### config.mk
export PLATFORM = sky130hd
export DESIGN_NAME = token_batch_splitter
export DESIGN_NICKNAME = d
export VERILOG_FILES = /design/src/hw/rtl/tbs_pkg.sv /design/src/hw/rtl/tbs_ring.sv /design/src/hw/rtl/token_batch_splitter.sv
export SDC_FILE = /design/constraint.sdc
export NUM_CORES = 1
export LEC_CHECK = 0
export BUFFER_PORTS_ARGS = -buffer_cell sky130_fd_sc_hd__buf_2
export CAP_MARGIN = 15
export CORE_ASPECT_RATIO = 1.25
export CORE_MARGIN = 2
export CORE_UTILIZATION = 40
export CTS_BUF_LIST = sky130_fd_sc_hd__clkbuf_8
export DETAILED_ROUTE_END_ITERATION = 8
export HOLD_SLACK_MARGIN = 0.05
export PLACE_DENSITY_LB_ADDON = 0.3
export SYNTH_ARGS = -nofsm -noshare
export SYNTH_HDL_FRONTEND = slang
export SYNTH_HIERARCHICAL = 1
export SYNTH_SLANG_ARGS = --single-unit
### constraint.sdc
create_clock -name clk -period 10.6 [get_ports clk]
set_input_delay 1.59 -clock clk [delete_from_list [all_inputs] [get_ports clk]]
set_output_delay 1.59 -clock clk [all_outputs]
set_load 0.03 [all_outputs]
### src/hw/rtl/tbs_pkg.sv
// ----------------------------------------------------------------------------
// tbs_pkg
// Shared widths, register indexes and reset values for the token batch
// splitter.
// ----------------------------------------------------------------------------
package tbs_pkg;

  localparam int TOKEN_W        = 8;
  localparam int LIMIT_W        = 6;
  localparam int MASK_W         = 16;
  localparam int CFG_DATA_W     = 16;
  localparam int CFG_IDX_W      = 2;
  localparam int MAX_BATCH_DEF  = 32;

  localparam logic [CFG_IDX_W-1:0] REG_BATCH_LIMIT = 2'd0;
  localparam logic [CFG_IDX_W-1:0] REG_PUNCT_MASK  = 2'd1;

  localparam logic [LIMIT_W-1:0] RESET_BATCH_LIMIT = 6'd32;
  localparam logic [MASK_W-1:0]  RESET_PUNCT_MASK  = 16'd1662;

  // Ids below 16 with their mask bit set are phrase breaks.
  function automatic logic is_break(input logic [TOKEN_W-1:0] tok,
                                    input logic [MASK_W-1:0]  mask);
    logic hit;
    hit = (tok[TOKEN_W-1:4] == '0) && mask[tok[3:0]];
    return hit;
  endfunction

endpackage

### src/hw/rtl/tbs_ring.sv
// ----------------------------------------------------------------------------
// tbs_ring
// Token ring storage: one write port, one read port with registered data.
// ----------------------------------------------------------------------------
module tbs_ring import tbs_pkg::*; #(
  parameter int DEPTH = MAX_BATCH_DEF,
  parameter int AW    = $clog2(DEPTH)
) (
  input  logic               clk,
  input  logic               we,
  input  logic [AW-1:0]      waddr,
  input  logic [TOKEN_W-1:0] wdata,
  input  logic               re,
  input  logic [AW-1:0]      raddr,
  output logic [TOKEN_W-1:0] rdata
);

  logic [TOKEN_W-1:0] mem [DEPTH];

  always_ff @(posedge clk) begin
    if (we) begin
      mem[waddr] <= wdata;
    end
  end

  // read data holds between read strobes
  always_ff @(posedge clk) begin
    if (re) begin
      rdata <= mem[raddr];
    end
  end

endmodule

### src/hw/rtl/token_batch_splitter.sv
// ----------------------------------------------------------------------------
// token_batch_splitter
// Buffers a token sequence and re-emits it in batches cut at phrase breaks.
// ----------------------------------------------------------------------------
// Usage:
//   Slave stream carries one token request (tdata = token, tlast = last
//   token of the sequence). Master stream re-emits tokens in order with
//   tlast = end of batch and tuser = end of sequence.
//   The config port (cfg_we/cfg_index/cfg_data) sets batch_limit (index 0)
//   and punct_mask (index 1); write only while the block is idle.
// Sequencing:
//   One token at a time; s_tready is high only in idle. A token that causes
//   no output passes through accept, limit check and store. A cut adds a
//   backward scan for the last break, one probe at a time (ring read, then
//   test), up to the clamped limit in probes, and every emitted token takes
//   a ring read, then a load of the output register. The single ring read
//   port and the shared slot adder set these steps.
// Reset:
//   rst (sync, high) empties the ring, sets head to 0, batch_limit to 32 and
//   punct_mask to 1662. No clearing pass: slots are read only once written.
// Stall:
//   A stalled master holds the output register; the sequencer waits in the
//   load step. The last result of a request may still wait in the output
//   register while the next request is accepted.
// ----------------------------------------------------------------------------
module token_batch_splitter import tbs_pkg::*; #(
  parameter int MAX_BATCH = MAX_BATCH_DEF
) (
  input  logic                  clk,
  input  logic                  rst,
  // config write port
  input  logic                  cfg_we,
  input  logic [CFG_IDX_W-1:0]  cfg_index,
  input  logic [CFG_DATA_W-1:0] cfg_data,
  // slave stream
  input  logic                  s_tvalid,
  output logic                  s_tready,
  input  logic [TOKEN_W-1:0]    s_tdata,   // [7:0] token
  input  logic                  s_tlast,   // seq_last
  // master stream
  output logic                  m_tvalid,
  input  logic                  m_tready,
  output logic [TOKEN_W-1:0]    m_tdata,   // [7:0] out_token
  output logic                  m_tlast,   // batch_end
  output logic                  m_tuser    // [0] seq_end
);

  localparam int PW = $clog2(MAX_BATCH);      // ring slot index
  localparam int CW = $clog2(MAX_BATCH + 1);  // counts 0..MAX_BATCH

  // sequencer codes
  localparam logic [2:0] S_IDLE  = 3'd0;
  localparam logic [2:0] S_CHECK = 3'd1;
  localparam logic [2:0] S_SRD   = 3'd2;  // scan: read probe
  localparam logic [2:0] S_STST  = 3'd3;  // scan: test probe
  localparam logic [2:0] S_ERD   = 3'd4;  // emit: read token
  localparam logic [2:0] S_ELD   = 3'd5;  // emit: load output reg
  localparam logic [2:0] S_STORE = 3'd6;

  logic [2:0]         state;
  logic [LIMIT_W-1:0] batch_limit;
  logic [MASK_W-1:0]  punct_mask;
  logic [PW-1:0]      head;
  logic [CW-1:0]      fill;
  logic [CW-1:0]      lim;
  logic [CW-1:0]      pos;    // scan offset
  logic [CW-1:0]      cut;    // tokens in current batch
  logic [CW-1:0]      idx;    // emit offset
  logic               flush;
  logic [TOKEN_W-1:0] tok;
  logic               last;

  logic               out_valid;
  logic [TOKEN_W-1:0] out_token;
  logic               out_bend;
  logic               out_send;

  // ---------------------------------------------------------------------------
  // config registers
  always_ff @(posedge clk) begin
    if (rst) begin
      batch_limit <= RESET_BATCH_LIMIT;
      punct_mask  <= RESET_PUNCT_MASK;
    end else if (cfg_we) begin
      if (cfg_index == REG_BATCH_LIMIT) begin
        batch_limit <= cfg_data[LIMIT_W-1:0];
      end else if (cfg_index == REG_PUNCT_MASK) begin
        punct_mask <= cfg_data[MASK_W-1:0];
      end
    end
  end

  // clamp limit into 1..MAX_BATCH
  logic [CW-1:0] lim_clamped;
  always_comb begin
    if (batch_limit == '0) begin
      lim_clamped = CW'(1);
    end else if ({1'b0, batch_limit} > (LIMIT_W+1)'(MAX_BATCH)) begin
      lim_clamped = CW'(MAX_BATCH);
    end else begin
      lim_clamped = batch_limit[CW-1:0];
    end
  end

  // ---------------------------------------------------------------------------
  // shared slot adder: (head + offset) mod MAX_BATCH, sum stays below 2*MAX
  logic [CW-1:0] slot_off;
  logic [CW:0]   slot_sum;
  logic [CW:0]   slot_wrap;
  logic [PW-1:0] slot;

  always_comb begin
    unique case (state)
      S_SRD:   slot_off = pos;
      S_ERD:   slot_off = idx;
      S_STORE: slot_off = fill;
      default: slot_off = cut;
    endcase
    slot_sum  = (CW+1)'(head) + (CW+1)'(slot_off);
    slot_wrap = (slot_sum >= (CW+1)'(MAX_BATCH)) ? slot_sum - (CW+1)'(MAX_BATCH)
                                                 : slot_sum;
    slot      = slot_wrap[PW-1:0];
  end

  // ---------------------------------------------------------------------------
  // token ring
  logic               ring_we;
  logic               ring_re;
  logic [TOKEN_W-1:0] ring_rdata;

  assign ring_we = (state == S_STORE);
  assign ring_re = (state == S_SRD) || (state == S_ERD);

  tbs_ring #(
    .DEPTH (MAX_BATCH),
    .AW    (PW)
  ) u_ring (
    .clk   (clk),
    .we    (ring_we),
    .waddr (slot),
    .wdata (tok),
    .re    (ring_re),
    .raddr (slot),
    .rdata (ring_rdata)
  );

  // ---------------------------------------------------------------------------
  // sequencer
  logic out_load;
  logic idx_is_end;

  assign out_load   = (state == S_ELD) && (!out_valid || m_tready);
  assign idx_is_end = (({1'b0, idx} + (CW+1)'(1)) == {1'b0, cut});
  assign s_tready   = (state == S_IDLE);

  always_ff @(posedge clk) begin
    if (rst) begin
      state <= S_IDLE;
      head  <= '0;
      fill  <= '0;
      flush <= 1'b0;
    end else begin
      unique case (state)
        S_IDLE: begin
          if (s_tvalid) begin
            tok   <= s_tdata;
            last  <= s_tlast;
            lim   <= lim_clamped;
            flush <= 1'b0;
            state <= S_CHECK;
          end
        end
        S_CHECK: begin
          if (fill >= lim) begin
            pos   <= lim - CW'(1);
            state <= S_SRD;
          end else begin
            state <= S_STORE;
          end
        end
        S_SRD: begin
          state <= S_STST;
        end
        S_STST: begin
          if (is_break(ring_rdata, punct_mask)) begin
            cut   <= pos + CW'(1);
            idx   <= '0;
            state <= S_ERD;
          end else if (pos == '0) begin
            // no break in the window: cut at the limit
            cut   <= lim;
            idx   <= '0;
            state <= S_ERD;
          end else begin
            pos   <= pos - CW'(1);
            state <= S_SRD;
          end
        end
        S_ERD: begin
          state <= S_ELD;
        end
        S_ELD: begin
          if (out_load) begin
            if (!idx_is_end) begin
              idx   <= idx + CW'(1);
              state <= S_ERD;
            end else if (flush) begin
              head  <= '0;
              fill  <= '0;
              state <= S_IDLE;
            end else begin
              head  <= slot;
              fill  <= fill - cut;
              state <= S_CHECK;
            end
          end
        end
        S_STORE: begin
          fill <= fill + CW'(1);
          if (last) begin
            cut   <= fill + CW'(1);
            idx   <= '0;
            flush <= 1'b1;
            state <= S_ERD;
          end else begin
            state <= S_IDLE;
          end
        end
        default: begin
          state <= S_IDLE;
        end
      endcase
    end
  end

  // ---------------------------------------------------------------------------
  // output register
  always_ff @(posedge clk) begin
    if (rst) begin
      out_valid <= 1'b0;
    end else if (out_load) begin
      out_valid <= 1'b1;
    end else if (m_tready) begin
      out_valid <= 1'b0;
    end
  end

  always_ff @(posedge clk) begin
    if (out_load) begin
      out_token <= ring_rdata;
      out_bend  <= idx_is_end;
      out_send  <= idx_is_end && flush;
    end
  end

  assign m_tvalid = out_valid;
  assign m_tdata  = out_token;
  assign m_tlast  = out_bend;
  assign m_tuser  = out_send;

endmodule

# == Word level (Yosys, flattened, before mapping) ==
# Memories as Yosys holds them, arrays and structs flattened. A register that Yosys moved wholly into a read port is not among the register bits.
# Index checks and enable logic that the tools add are counted.
# classes
n_addsub,9
eq_ne,17
order_cmp,4
n_mux,40
bitwise,2
n_reduce_logical,28
# ops
cell,count
2-to-1 mux 6 bit,15
one-hot mux 6 bit (2 select lines),3
one-hot mux 6 bit (3 select lines),2
2-to-1 mux 3 bit,7
one-hot mux 3 bit (7 select lines),1
adder 6 x 1 -> 6 bit (second input constant),3
inequality test 2 bit (second input constant),8
AND reduction 3 bit,5
zero test 6 bit,2
subtractor 6 x 1 -> 6 bit (second input constant),2
2-to-1 mux 5 bit,2
nonzero test 2 bit,5
== test 3 bit (second input constant),3
2-to-1 mux 1 bit,8
adder 5 x 6 -> 7 bit,1
adder 6 x 1 -> 7 bit (second input constant),1
== test 7 x 6 -> 1 bit,1
greater-or-equal comparator 7 x 6 -> 1 bit (second input constant),1
== test 3 x 2 -> 1 bit (second input constant),2
greater-or-equal comparator 6 bit,1
> comparator 6 bit (second input constant),1
AND reduction 6 bit,1
subtractor 6 bit,1
< comparator 4 x 5 -> 1 bit (second input constant),1
18 further kinds,23
# totals
n_memories,1
reg_bits,81
word_cells,118
ram_bits,256
output_inout_bits,12
input_bits,32
# mem_list
memory,depth,width,read_ports,rd_ports_with_merged_regs,write_ports,line_no,rtl
u_ring.mem,32,8,1,1,1,tbs_ring.sv:18,logic [TOKEN_W-1:0] mem [DEPTH];

# == Logic depth before layout (Yosys ltp) ==
# depth
word_depth,6
depth_mapped,17
mapped_depth_nobuf,14

# == Modules after synthesis ==
# Netlist, hierarchy kept.
# modules_own_cells
mod,cells_per_inst,instances,seq_area_each_um2,area_per_inst_um2
tbs_ring,417,1,7927.6,10133.5
token_batch_splitter,465,1,2052.0,4576.9

# == Least setup slack after synthesis ==
# No wires, ideal clock.
# synth_path
kind,register to register
from,register state[1]
to,"register u_ring.rdata[0], read port of u_ring.mem (data pin)"
path_slack_ps,6414
t_arrival_ps,3926
setup_ps,260
path_stages_with_launch,15
period_less_slack_ps,4186
t_required_ps,10340
n_path_buf,3
cell_sequence,dfxtp_1 -> buf_2 -> clkinv_1 -> nor2_1 -> a22oi_1 -> o21ai_0 -> ha_1 -> inv_1 -> fa_1 -> xnor2_1 -> clkbuf_1 -> clkbuf_1 -> mux4_2 -> mux4_2 -> mux2_2
# synth_between
elab_chain_cells,5
elab_cells_between_ends,9
classes_between,2 x add/sub; 1 x order compare; 3 x eq/ne; 2 x mux; 1 x reduce/logical
# synth_rtl
element,line_no,rtl
start: declaration,token_batch_splitter.sv:60,logic [2:0] state;
start signal: assignment,token_batch_splitter.sv:158,state <= S_IDLE;
start signal: assignment,token_batch_splitter.sv:170,state <= S_CHECK;
start signal: assignment,token_batch_splitter.sv:176,state <= S_SRD;
== test 3 bit / == test 3 x 2 -> 1 bit (equally long branches),token_batch_splitter.sv:113,unique case (state)
one-hot mux 6 bit (3 select lines) *,token_batch_splitter.sv:113,
adder 5 x 6 -> 7 bit *,token_batch_splitter.sv:119,slot_sum = (CW+1)'(head) + (CW+1)'(slot_off);
named net slot_sum[2],token_batch_splitter.sv:108,logic [CW:0] slot_sum;
greater-or-equal comparator 7 x 6 -> 1 bit / subtractor 5 x 1 -> 5 bit (equally long branches),token_batch_splitter.sv:120,slot_wrap = (slot_sum >= (CW+1)'(MAX_BATCH)) ? slot_sum - (CW+1)'(MAX_BATCH)
2-to-1 mux 5 bit *,token_batch_splitter.sv:120,
end: declaration,tbs_ring.sv:15,output logic [TOKEN_W-1:0] rdata
# The timed path passes the listed nets; every way through them passes the cells marked *.
# A chain may end at the register's enable or synchronous reset.

# == Worst setup path after layout ==
# layout_path
from,register state[1]
to,"register u_ring.rdata[3], read port of u_ring.mem (data pin)"
# The elaborated chain is that of the path after synthesis.

==> impl_metrics.ini <==
[synth]
yosysTopAreaCell = edfxtp_1
ys_ff_latch = 345
synth_area_sq_mm = 0.0147
ys.flop_type = edfxtp_1
synth_top_cells_by_area = edfxtp_1, mux4_2, dfxtp_1
yosys_warnings = 6
ys_types = 69
async_flop_share_pct = 0
postSynthAreaPerCell_sq_um = 16.7
synth-edff-count = 307
synth_seq_area_share_pct = 67.8
synth_top_area_share_pct = 62.7
syn-num-nets = 936
synthCells = 882

[detailed_routing]
vias = 8009
firstDrtPassIters = 5
drt_iter0_drc = 575
post_drt_wl_per_cell_microns = 22.5
wl_microns = 33200
ant_nets = 0
vias_per_cell = 5.43
drc = 0

[place]
numPortBuffers = 43
placed_area_sq_mm = 0.0154
gp_congestion = 0.848
dpl.hpwl_microns = 21400

[sta]
setup_viol = 0
timing.fmax_mhz = 192
fin_crit_ps = 5200
finalHoldViolations = 0
rsz0062_at_grt = no
clock_skew_ps = 28.8
maxSlewViolCount = 0
fin_hold_ws_ps = 456
relSlewSlack_pct = 26.1
finalSetupTns_ps = 0
tightest_slew_ps = 1110
min_period_over_period_pct = 49.0

[cts]
cts_hold_buf = 0
cts_tree = built
cts_made_buffers = 54
cts.sinks = 345
clk_latency_ps = 600
h-tree-depth = 2
clockBufferDepth = 3
post_cts_buffers = 0
cts_root_buffer = clkbuf_8
postCtsResizedCells = 0
clkSlewWorstSetupHoldPaths_ps = 60

[critical_path]
endpoint_kind = register
crit_fanout = 73
crit_arrival_ps = 5540
required_ps = 10940
start_kind = register
worstSetupPathType = register to register

[global_routing]
grt_max_degree = 74
track_usage_pct = 17.6
grt_pass1_wl_microns = 50000
grt_pass1_vias = 8150
antenna_found_initial = 1
grt.overflow.total = 0

[floorplan]
core-area_sq_mm = 0.0363
die_x_microns = 176
die-height_microns = 218
initial_core_util_pct = 40.5
die_area_sq_mm = 0.0383
num_io_pins = 44
row_count = 78

[final_layout]
fill_cells = 3203
fin_nets = 1004
fin_area_sq_mm = 0.0165
area_growth_pct = 12.2
drive_gt1_share_pct = 23.3

[flow_run]
max-cap-violations = 0

[pwr]
ir_drop_uv = 75.4
power_uw = 2800
p_leak_uw = 0.00551
cellPowerDensity_mw_per_mm2 = 170

[run_status]
outcome = finished clean

[hold_path]
hp-class = register to register
-- layer usage --
| layer | track usage, % | routed length [microns] |
|---|---|---|
| met1 | 21.9 | 13400 |
| met2 | 30.2 | 16900 |
| met3 | 3.29 | 1710 |
| met4 | 7.16 | 1160 |
| met5 | 0 | 0 |
-- worst max-delay path: stages (launching register included) --
cell and delay [ps]:
dfxtp_1 760, clkinv_1 440, nor2_1 370, a22oi_1 120
o21ai_0 330, ha_4 190, inv_1 50, fa_1 440
xnor2_2 130, buf_4 800, mux4_2 470, mux4_2 520
mux2_2 280
-- flip-flops by register name, summed over array words and instances (netlist names), 3 cells and up --
register and flops:
u_ring/mem 256, lim 6, batch_limit 6, head 5, state 3, m_tdata 8
cut 6, punct_mask 16, fill 6, u_ring/rdata 8, pos 6, idx 6
tok 8
-- metrics by stage --
| step | util [%] | instances | setup slack [ps] |
|---|---|---|---|
| after global placement | 42.4 | 1370 | 5580 |
| after CTS | 45.3 | 1471 | 5330 |
| after global routing | 45.5 | 1474 | 4920 |
| after detailed placement | 42.5 | 1372 | 5380 |
| final | 45.5 | 1474 | 5400 |
| after floorplan | - | 882 | 6410 |
-- worst paths after layout --
check	endpoint	depth (start not counted)	start	slack, ps
min reg2reg	punct_mask[11]	2	punct_mask[11]	460
max	u_ring/rdata[3]	12	state[1]	5400
min	punct_mask[11]	2	punct_mask[11]	460
max reg2reg	u_ring/rdata[3]	12	state[1]	5400
-- Yosys cell counts (3+ instances only) --
| library cell | number |
|---|---|
| mux2_2 | 9 |
| dfxtp_1 | 38 |
| nor2_1 | 80 |
| buf_4 | 7 |
| buf_1 | 7 |
| a21oi_1 | 36 |
| a221oi_1 | 3 |
| mux4_1 | 4 |
| nor2b_1 | 8 |
| buf_2 | 6 |
| and3_1 | 5 |
| nand4_1 | 3 |
| nand2b_1 | 4 |
| nand3b_1 | 19 |
| nor3b_1 | 3 |
| xnor2_1 | 21 |
| clkbuf_1 | 22 |
| or3b_2 | 3 |
| nor3_1 | 7 |
| nand3_1 | 15 |
| edfxtp_1 | 307 |
| nand2_1 | 55 |
| nor4_1 | 3 |
| a21o_1 | 4 |
| o21ai_0 | 9 |
| a2111oi_0 | 3 |
| a211oi_1 | 3 |
| a22oi_1 | 8 |
| ha_1 | 20 |
| mux2i_1 | 11 |
| inv_1 | 24 |
| xor2_1 | 7 |
| or3_1 | 3 |
| mux4_2 | 81 |
-- power by group --
part / switching, uW / internal, uW / total (uW) / leakage (uW)
logic: 126 / 116 / 242 / 0.00187
clock network: 512 / 529 / 1040 / 0.000564
registers: 21.1 / 1500 / 1520 / 0.00308
-- cell families after synthesis --
| kind of cell | Yosys count | synth area share [%] |
|---|---|---|
| muxes | 105 | 14.6 |
| xor gates and xnor gates | 30 | 1.98 |
| buffers and inverters | 70 | 2.23 |
| adders and majority gates | 22 | 1.97 |
| and+or+nand+nor | 220 | 7.33 |
| DFF | 345 | 67.8 |
| AOI/OAI and AO/OA | 90 | 4.09 |
-- cell type report --
type	instances	area (sq um)	area share [%]
multi-input cells	467	4430	26.8
inverters	25	93.8	0.569
clock inverters	41	204	1.24
well taps	480	601	3.64
diodes	1	2.50	0.0152
repair buffers	57	400	2.43
clock buffers	58	798	4.84
flip-flops and latches	345	9980	60.5
-- cell usage in the layout, fill, tap and decap left out, types with 5 or more instances in the layout --
master | netlist | routed
mux2i_1 | 11 | 11
nor2b_1 | 8 | 8
nor2_1 | 80 | 79
dfxtp_1 | 38 | 38
mux4_2 | 81 | 81
mux2_2 | 9 | 9
a22oi_1 | 8 | 8
nand3_1 | 15 | 15
edfxtp_1 | 307 | 307
inv_1 | 24 | 42
xnor2_1 | 21 | 20
buf_4 | 7 | 10
xor2_1 | 7 | 7
a21oi_1 | 36 | 36
ha_1 | 20 | 19
clkinv_1 | 1 | 14
buf_2 | 6 | 43
o21ai_0 | 9 | 9
clkinvlp_4 | 0 | 5
nand2_1 | 55 | 55
and3_1 | 5 | 5
clkbuf_8 | 0 | 58
nand3b_1 | 19 | 19
nor3_1 | 7 | 7
Note: power is estimated with default switching activity, not from simulation.
